`src/modular_exponentiation_macros.svh`:
```
// assertion macros shared by the modular exponentiation rtl
// no dependencies; files that assert take this in by include
`ifndef MODULAR_EXPONENTIATION_MACROS_SVH
`define MODULAR_EXPONENTIATION_MACROS_SVH
`ifndef SYNTH
// checked while out of reset
`define MX_ASSERT(lbl, prop) \
  lbl: assert property (@(posedge clk_i) disable iff (!rst_ni) prop) \
    else $error("modexp assertion failed");
// checked on every edge, reset included
`define MX_ASSERT_ALWAYS(lbl, prop) \
  lbl: assert property (@(posedge clk_i) prop) \
    else $error("modexp assertion failed");
`else
`define MX_ASSERT(lbl, prop)
`define MX_ASSERT_ALWAYS(lbl, prop)
`endif
`endif

```
`src/modexp_pkg.sv`:
```
// shared types and constants for the modular exponentiation block
// no dependencies
package modexp_pkg;

  localparam int unsigned MOD_W = 30;
  localparam int unsigned EXP_PORT_W = 64;
  localparam int unsigned CNT_W = $clog2(MOD_W + 1);

  typedef logic [MOD_W-1:0] mod_t;

  localparam mod_t PRIME = 30'd1000000007;
  localparam logic [MOD_W+1:0] PRIME_X2 = 32'd2000000014;

  // status of the modular multiplier towards the sequencer
  typedef struct packed {
    logic busy;
    logic done;
  } mm_sts_t;

endpackage

```
`src/modexp_mulmod.sv`:
```
// bit-serial modular multiplier, one multiplier bit per cycle, msb first
// depends on modexp_pkg and modular_exponentiation_macros.svh
`include "modular_exponentiation_macros.svh"
module modexp_mulmod (
  input  logic               clk_i,
  input  logic               rst_ni,
  input  logic               start_i,
  input  modexp_pkg::mod_t   a_i,
  input  modexp_pkg::mod_t   b_i,
  output modexp_pkg::mm_sts_t sts_o,
  output modexp_pkg::mod_t   res_o
);
  import modexp_pkg::*;

  logic             busy_q, busy_d;
  logic             done_q, done_d;
  logic [CNT_W-1:0] cnt_q, cnt_d;
  mod_t             a_q, a_d;
  mod_t             b_q, b_d;
  mod_t             r_q, r_d;

  logic [MOD_W+1:0] sum;
  logic [MOD_W+1:0] sub1;
  logic [MOD_W+1:0] sub2;
  mod_t             r_next;

  // r = 2r + bit*b, then fold back below the prime (sum < 3p)
  always_comb begin
    sum  = {1'b0, r_q, 1'b0} + (a_q[MOD_W-1] ? {2'b00, b_q} : '0);
    sub1 = sum - {2'b00, PRIME};
    sub2 = sum - PRIME_X2;
    if (sum >= PRIME_X2) begin
      r_next = sub2[MOD_W-1:0];
    end else if (sum >= {2'b00, PRIME}) begin
      r_next = sub1[MOD_W-1:0];
    end else begin
      r_next = sum[MOD_W-1:0];
    end
  end

  always_comb begin
    busy_d = busy_q;
    done_d = 1'b0;
    cnt_d  = cnt_q;
    a_d    = a_q;
    b_d    = b_q;
    r_d    = r_q;
    if (start_i) begin
      busy_d = 1'b1;
      cnt_d  = CNT_W'(MOD_W);
      a_d    = a_i;
      b_d    = b_i;
      r_d    = '0;
    end else if (busy_q) begin
      r_d   = r_next;
      a_d   = {a_q[MOD_W-2:0], 1'b0};
      cnt_d = cnt_q - 1'b1;
      if (cnt_q == CNT_W'(1)) begin
        busy_d = 1'b0;
        done_d = 1'b1;
      end
    end
  end

  always_ff @(posedge clk_i or negedge rst_ni) begin
    if (!rst_ni) begin
      busy_q <= 1'b0;
      done_q <= 1'b0;
      cnt_q  <= '0;
    end else begin
      busy_q <= busy_d;
      done_q <= done_d;
      cnt_q  <= cnt_d;
    end
  end

  always_ff @(posedge clk_i) begin
    a_q <= a_d;
    b_q <= b_d;
    r_q <= r_d;
  end

  assign sts_o.busy = busy_q;
  assign sts_o.done = done_q;
  assign res_o      = r_q;

  `MX_ASSERT(mm_res_below_prime, done_q |-> (r_q < PRIME))
  `MX_ASSERT(mm_no_start_busy, start_i |-> (!busy_q))
  `MX_ASSERT(mm_done_ends_busy, done_q |-> (!busy_q))
  `MX_ASSERT(mm_done_not_busy_same, !(busy_q && done_q))

endmodule

```
`src/modular_exponentiation.sv`:
```
// modular exponentiation, base to the exponent modulo 1000000007, square and multiply
// one squaring per exponent bit, plus one multiply for each set bit
// one beat at a time; each product is formed by the bit-serial multiplier
// next beat accepted once the result is parked in the output register
// reset (asynchronous, active low) empties the sequencer and the output register
`include "modular_exponentiation_macros.svh"
module modular_exponentiation #(
  parameter int unsigned EXP_WIDTH = 64
) (
  input  logic                             clk_i,
  input  logic                             rst_ni,
  // input channel
  input  logic                             in_valid_i,
  output logic                             in_stall_o,
  input  modexp_pkg::mod_t                 base_i,
  input  logic [modexp_pkg::EXP_PORT_W-1:0] exponent_i,
  // result channel
  output logic                             out_valid_o,
  input  logic                             out_stall_i,
  output modexp_pkg::mod_t                 power_mod_o
);
  import modexp_pkg::*;

  localparam int unsigned BIT_CNT_W = $clog2(EXP_WIDTH + 1);

  // sequencer codes
  localparam logic [2:0] ST_IDLE    = 3'd0;
  localparam logic [2:0] ST_SQ_GO   = 3'd1;
  localparam logic [2:0] ST_SQ_WAIT = 3'd2;
  localparam logic [2:0] ST_MU_GO   = 3'd3;
  localparam logic [2:0] ST_MU_WAIT = 3'd4;
  localparam logic [2:0] ST_FIN     = 3'd5;

  logic [2:0]           state_q, state_d;
  logic [BIT_CNT_W-1:0] bits_q, bits_d;     // exponent bits still to scan
  logic [EXP_WIDTH-1:0] exp_q, exp_d;       // exponent, msb is the current bit
  mod_t                 base_q, base_d;     // base, already folded below the prime
  mod_t                 acc_q, acc_d;       // running power
  logic                 out_valid_q, out_valid_d;
  mod_t                 out_q, out_d;

  logic                 in_beat;
  logic                 out_free;
  logic                 mm_start;
  mod_t                 mm_b;
  mm_sts_t              mm_sts;
  mod_t                 mm_res;
  logic [2:0]           st_after_bit;

  // new beat only when the sequencer is idle; output parked separately
  assign in_stall_o = (state_q != ST_IDLE);
  assign in_beat    = in_valid_i && !in_stall_o;
  // output register may be overwritten when empty or being drained
  assign out_free   = !out_valid_q || !out_stall_i;

  // squaring uses the running power twice, the multiply step uses the base
  assign mm_start = (state_q == ST_SQ_GO) || (state_q == ST_MU_GO);
  assign mm_b     = (state_q == ST_MU_GO) ? base_q : acc_q;

  // after the last exponent bit the result is ready
  assign st_after_bit = (bits_q == BIT_CNT_W'(1)) ? ST_FIN : ST_SQ_GO;

  always_comb begin
    state_d     = state_q;
    bits_d      = bits_q;
    exp_d       = exp_q;
    base_d      = base_q;
    acc_d       = acc_q;
    out_valid_d = out_valid_q && out_stall_i;
    out_d       = out_q;
    case (state_q)
      ST_IDLE: begin
        if (in_beat) begin
          // base fits in 30 bits, so one subtract folds it below the prime
          base_d  = (base_i >= PRIME) ? (base_i - PRIME) : base_i;
          exp_d   = exponent_i[EXP_WIDTH-1:0];
          bits_d  = BIT_CNT_W'(EXP_WIDTH);
          acc_d   = mod_t'(1);
          state_d = ST_SQ_GO;
        end
      end
      ST_SQ_GO: begin
        state_d = ST_SQ_WAIT;
      end
      ST_SQ_WAIT: begin
        if (mm_sts.done) begin
          acc_d = mm_res;
          if (exp_q[EXP_WIDTH-1]) begin
            state_d = ST_MU_GO;
          end else begin
            exp_d   = exp_q << 1;
            bits_d  = bits_q - 1'b1;
            state_d = st_after_bit;
          end
        end
      end
      ST_MU_GO: begin
        state_d = ST_MU_WAIT;
      end
      ST_MU_WAIT: begin
        if (mm_sts.done) begin
          acc_d   = mm_res;
          exp_d   = exp_q << 1;
          bits_d  = bits_q - 1'b1;
          state_d = st_after_bit;
        end
      end
      ST_FIN: begin
        // hold here while a previous result still waits downstream
        if (out_free) begin
          out_valid_d = 1'b1;
          out_d       = acc_q;
          state_d     = ST_IDLE;
        end
      end
      default: begin
        state_d = ST_IDLE;
      end
    endcase
  end

  always_ff @(posedge clk_i or negedge rst_ni) begin
    if (!rst_ni) begin
      state_q     <= ST_IDLE;
      bits_q      <= '0;
      out_valid_q <= 1'b0;
    end else begin
      state_q     <= state_d;
      bits_q      <= bits_d;
      out_valid_q <= out_valid_d;
    end
  end

  always_ff @(posedge clk_i) begin
    exp_q  <= exp_d;
    base_q <= base_d;
    acc_q  <= acc_d;
    out_q  <= out_d;
  end

  modexp_mulmod u_mulmod (
    .clk_i   (clk_i),
    .rst_ni  (rst_ni),
    .start_i (mm_start),
    .a_i     (acc_q),
    .b_i     (mm_b),
    .sts_o   (mm_sts),
    .res_o   (mm_res)
  );

  assign out_valid_o = out_valid_q;
  assign power_mod_o = out_q;

  `MX_ASSERT(mx_out_below_prime, out_valid_q |-> (out_q < PRIME))
  `MX_ASSERT(mx_beat_starts_seq, in_beat |=> (state_q == ST_SQ_GO))
  `MX_ASSERT(mx_acc_below_prime, (state_q == ST_FIN) |-> (acc_q < PRIME))
  `MX_ASSERT(mx_done_only_waiting, mm_sts.done |-> ((state_q == ST_SQ_WAIT) || (state_q == ST_MU_WAIT)))

endmodule

```
`config.mk`:
```
export PLATFORM = sky130hd
export DESIGN_NAME = modular_exponentiation
export DESIGN_NICKNAME = d
export VERILOG_FILES = /design/src/modexp_pkg.sv /design/src/modexp_mulmod.sv /design/src/modular_exponentiation.sv
export VERILOG_INCLUDE_DIRS = /design/src /design/src/src
export SDC_FILE = /design/constraint.sdc
export NUM_CORES = 1
export LEC_CHECK = 0
export ABC_AREA = 1
export ABC_CLOCK_PERIOD_IN_PS = 7800
export BUFFER_PORTS_ARGS = -buffer_cell sky130_fd_sc_hd__buf_2
export CAP_MARGIN = 20
export CORE_ASPECT_RATIO = 1.1
export CORE_MARGIN = 1.5
export CORE_UTILIZATION = 55
export DETAILED_ROUTE_END_ITERATION = 6
export PLACE_DENSITY_LB_ADDON = 0.12
export SLEW_MARGIN = 20
export SYNTH_ARGS = -nofsm -noshare
export SYNTH_HDL_FRONTEND = slang
export SYNTH_HIERARCHICAL = 1
export SYNTH_SLANG_ARGS = --single-unit
export TNS_END_PERCENT = 5
```
`constraint.sdc`:
```
create_clock -name clk_i -period 7.8 [get_ports clk_i]
set_clock_uncertainty 0.2 [all_clocks]
set_input_delay 1.56 -clock clk_i [delete_from_list [all_inputs] [get_ports clk_i]]
set_output_delay 1.56 -clock clk_i [all_outputs]
set_load 0.005 [all_outputs]
```
==> impl_metrics.csv <==
group,metric,value,unit
clock_network,clkLatencyLatePin,0.57,ns
global_route,grt_pass1_wl,76400,µm
detailed_routing,num_vias,15400,
critical_path,worst-setup-path-type,"flip-flop to flip-flop",
sta,hold_viol_final,0,
detailed_routing,wl_met3,3180,µm
power_and_ir_drop,clkPwrFrac,46.0,%
placement,io_buffer_count,129,
clock_network,post_cts_buffers,0,
cells_and_area,regArea,7480,µm²
cells_and_area,area_delta_synth_final,10.9,%
power_and_ir_drop,swShare,21.5,%
global_route,grt_max_degree,98,
detailed_routing,drt-total-wl,47900,µm
run_status,violations,"DRC",
detailed_routing,firstDrtPassIters,7,
power_and_ir_drop,finalPower,2.93,mW
job,cap_violations,0,
placement,hpwl,36000,µm
power_and_ir_drop,p_int,2.30,mW
clock_network,cts_root_buf,"clkbuf_16",
clock_network,clock-sinks,262,
sta,max_slew_margin,29.5,%
power_and_ir_drop,power.static_leakage,9.23,nW
sta,worst_slew_pin_slew,1.06,ns
global_route,grt_overflow,0,
detailed_routing,wl_per_cell,16.5,µm
clock_network,post_cts_resized,0,
critical_path,crit_path_max_fanout,31,
power_and_ir_drop,p_sw,0.629,mW
synthesis,syn_inst,2350,
detailed_routing,route.met2.wl,22400,µm
cells_and_area,drive_gt1_share,10.9,%
synthesis,syn_area_per_cell,7.28,µm²
clock_network,cts-hold-fix-buffers,0,
synthesis,syn_area,17100,µm²
cells_and_area,multi_input_area,8110,µm²
power_and_ir_drop,power_density,154,nW/µm²
detailed_routing,drtIter0Drc,1251,
power_and_ir_drop,sequentialPowerShare,51.1,%
power_and_ir_drop,combPwrFrac,2.9,%
sta,fin_setup_tns,0,ns
cells_and_area,final_nets,2599,
global_route,grt_pass1_vias,14700,
floorplanning,dieWidth,171,µm
detailed_routing,top_layer_used,"met4",
floorplanning,start_util,56.0,%
critical_path,start_kind,"flip-flop",
sta,rsz0062_at_grt,"no",
power_and_ir_drop,peakVddDrop,0.149,mV
critical_path,cp-end-kind,"flip-flop",
global_route,grt.total_usage,30.4,%
detailed_routing,drc,3,
cells_and_area,n_antenna_cell,0,
clock_network,cts_buffers,29,
detailed_routing,met1_length,21000,µm
critical_path,cp_data_arrival_time,5.35,ns
floorplanning,io_pins,130,
critical_path,required,8.06,ns
synthesis,synth_warnings,6,
run_status,status,"complete, but fails checks",
clock_network,cts_tree,"yes",
clock_network,cts.path.max_buffers,3,
clock_network,ctsHtreeMaxLevel,1,
sta,drv_slew,0,
sta,period_minus_slack,5.09,ns
sta,max_freq,0.197,GHz
clock_network,cts.clk_slew.worst_paths,0.07,ns
floorplanning,placementRows,67,
placement,gp_congestion,0.937,
synthesis,syn-num-nets,2486,
floorplanning,core_area,30500,µm²
cells_and_area,fill_cells,2857,
floorplanning,die_area,32200,µm²
sta,setup_violations,0,
global_route,antenna_found_initial,0,
sta,post-route-period-util,65.2,%
detailed_routing,viasPerCell,5.32,
hold_path,hold_class,"flip-flop to flip-flop",
floorplanning,fp.dieH,188,µm
detailed_routing,antenna_left,0,
-- final cells by class --
cell class,instances,area share (%)
Multi-Input combinational cell,1711,42.8
Tap cell,414,2.73
Clock inverter,15,0.798
Clock buffer,39,4.08
Inverter,319,6.33
Timing Repair Buffer,140,3.86
Sequential cell,262,39.4
-- cells in the final DEF (no fill, tap or decap), drive strengths merged, types with 2 or more instances in the layout --
cell type,n
o21bai,2
clkinv,13
a31oi,5
nand3,184
a22o,62
buf,140
ha,37
dfrtp,18
dfxtp,30
a21boi,3
a21oi,40
nor3,17
clkinvlp,2
o21a,2
bufinv,2
clkbuf,39
o211ai,2
a22oi,2
xor2,39
xnor2,4
edfxtp,214
nand4,22
o21ai,47
nand2,972
nand3b,5
inv,317
nor2,258
or2,3
o22ai,2
-- state kept, by name, indices dropped and copies added, names as in the netlist, 7 cells and up --
register        count
base_q             30
bits_q              7
u_mulmod/a_q       30
acc_q              30
u_mulmod/b_q       30
exp_q              64
power_mod_o        30
u_mulmod/res_o     30
-- worst paths after layout --
| path | cells past startpoint | endpoint | startpoint | slack (ns) |
|---|---|---|---|---|
| worst max-delay path | 21 | u_mulmod/res_o[8] | u_mulmod/a_q[29] | 2.71 |
| worst min-delay path | 0 | power_mod_o[21] | acc_q[21] | 0.29 |
| worst max register to register | 21 | u_mulmod/res_o[8] | u_mulmod/a_q[29] | 2.71 |
| worst min register to register | 0 | power_mod_o[21] | acc_q[21] | 0.29 |
| max in group asynchronous | 1 | bits_q[0] | rst_ni | 6.32 |
| min in group asynchronous | 1 | u_mulmod/cnt_q[4] | rst_ni | 0.75 |
-- layer usage --
layer / up-vias / track usage [%]
met5: - / 0
met4: 0 / 9.45
met3: 74 / 4.60
met2: 499 / 49.8
met1: 7143 / 41.3
li1: 7725 / -
-- worst max-delay path: stages, from the launching register on --
cell	delay, ns
edfxtp_1	0.96
nand2_1	0.11
inv_1	0.09
ha_1	0.20
inv_1	0.08
fa_1	0.39
inv_1	0.12
nand2_1	0.08
nand2_1	0.20
o21ai_0	0.20
nor3_1	0.46
nand3_1	0.23
nand3_1	0.19
a21oi_2	0.12
nand3_1	0.11
nand3_2	0.55
nand2_1	0.22
nand2_1	0.07
nand2_1	0.11
nand3_1	0.11
nand2_1	0.10
inv_1	0.04
-- through the flow --
step	setup slack [ns]	instances	area [µm²]	util [%]	hold slack [ns]
after floorplan	3.67	2350	17100	-	0.249
after global placement	2.74	2845	18000	59.1	0.268
after detailed placement	2.80	2846	18000	59.1	0.274
after CTS	2.76	2900	19000	62.1	0.288
after global routing	2.15	2900	19000	62.1	0.310
final	2.71	2900	19000	62.1	0.289
-- power by group through the flow --
stage | Sequential [mW] | Clock (mW) | Combinational (mW)
2_1_floorplan | 1.52 | 0 | 0.0429
3_3_place_gp | 1.52 | 0 | 0.0843
3_5_place_dp | 1.52 | 0 | 0.0854
4_1_cts | 1.50 | 1.37 | 0.0857
5_1_grt | 1.49 | 1.42 | 0.0968
6_report | 1.50 | 1.35 | 0.0859
(Power assumes the default switching activity.)
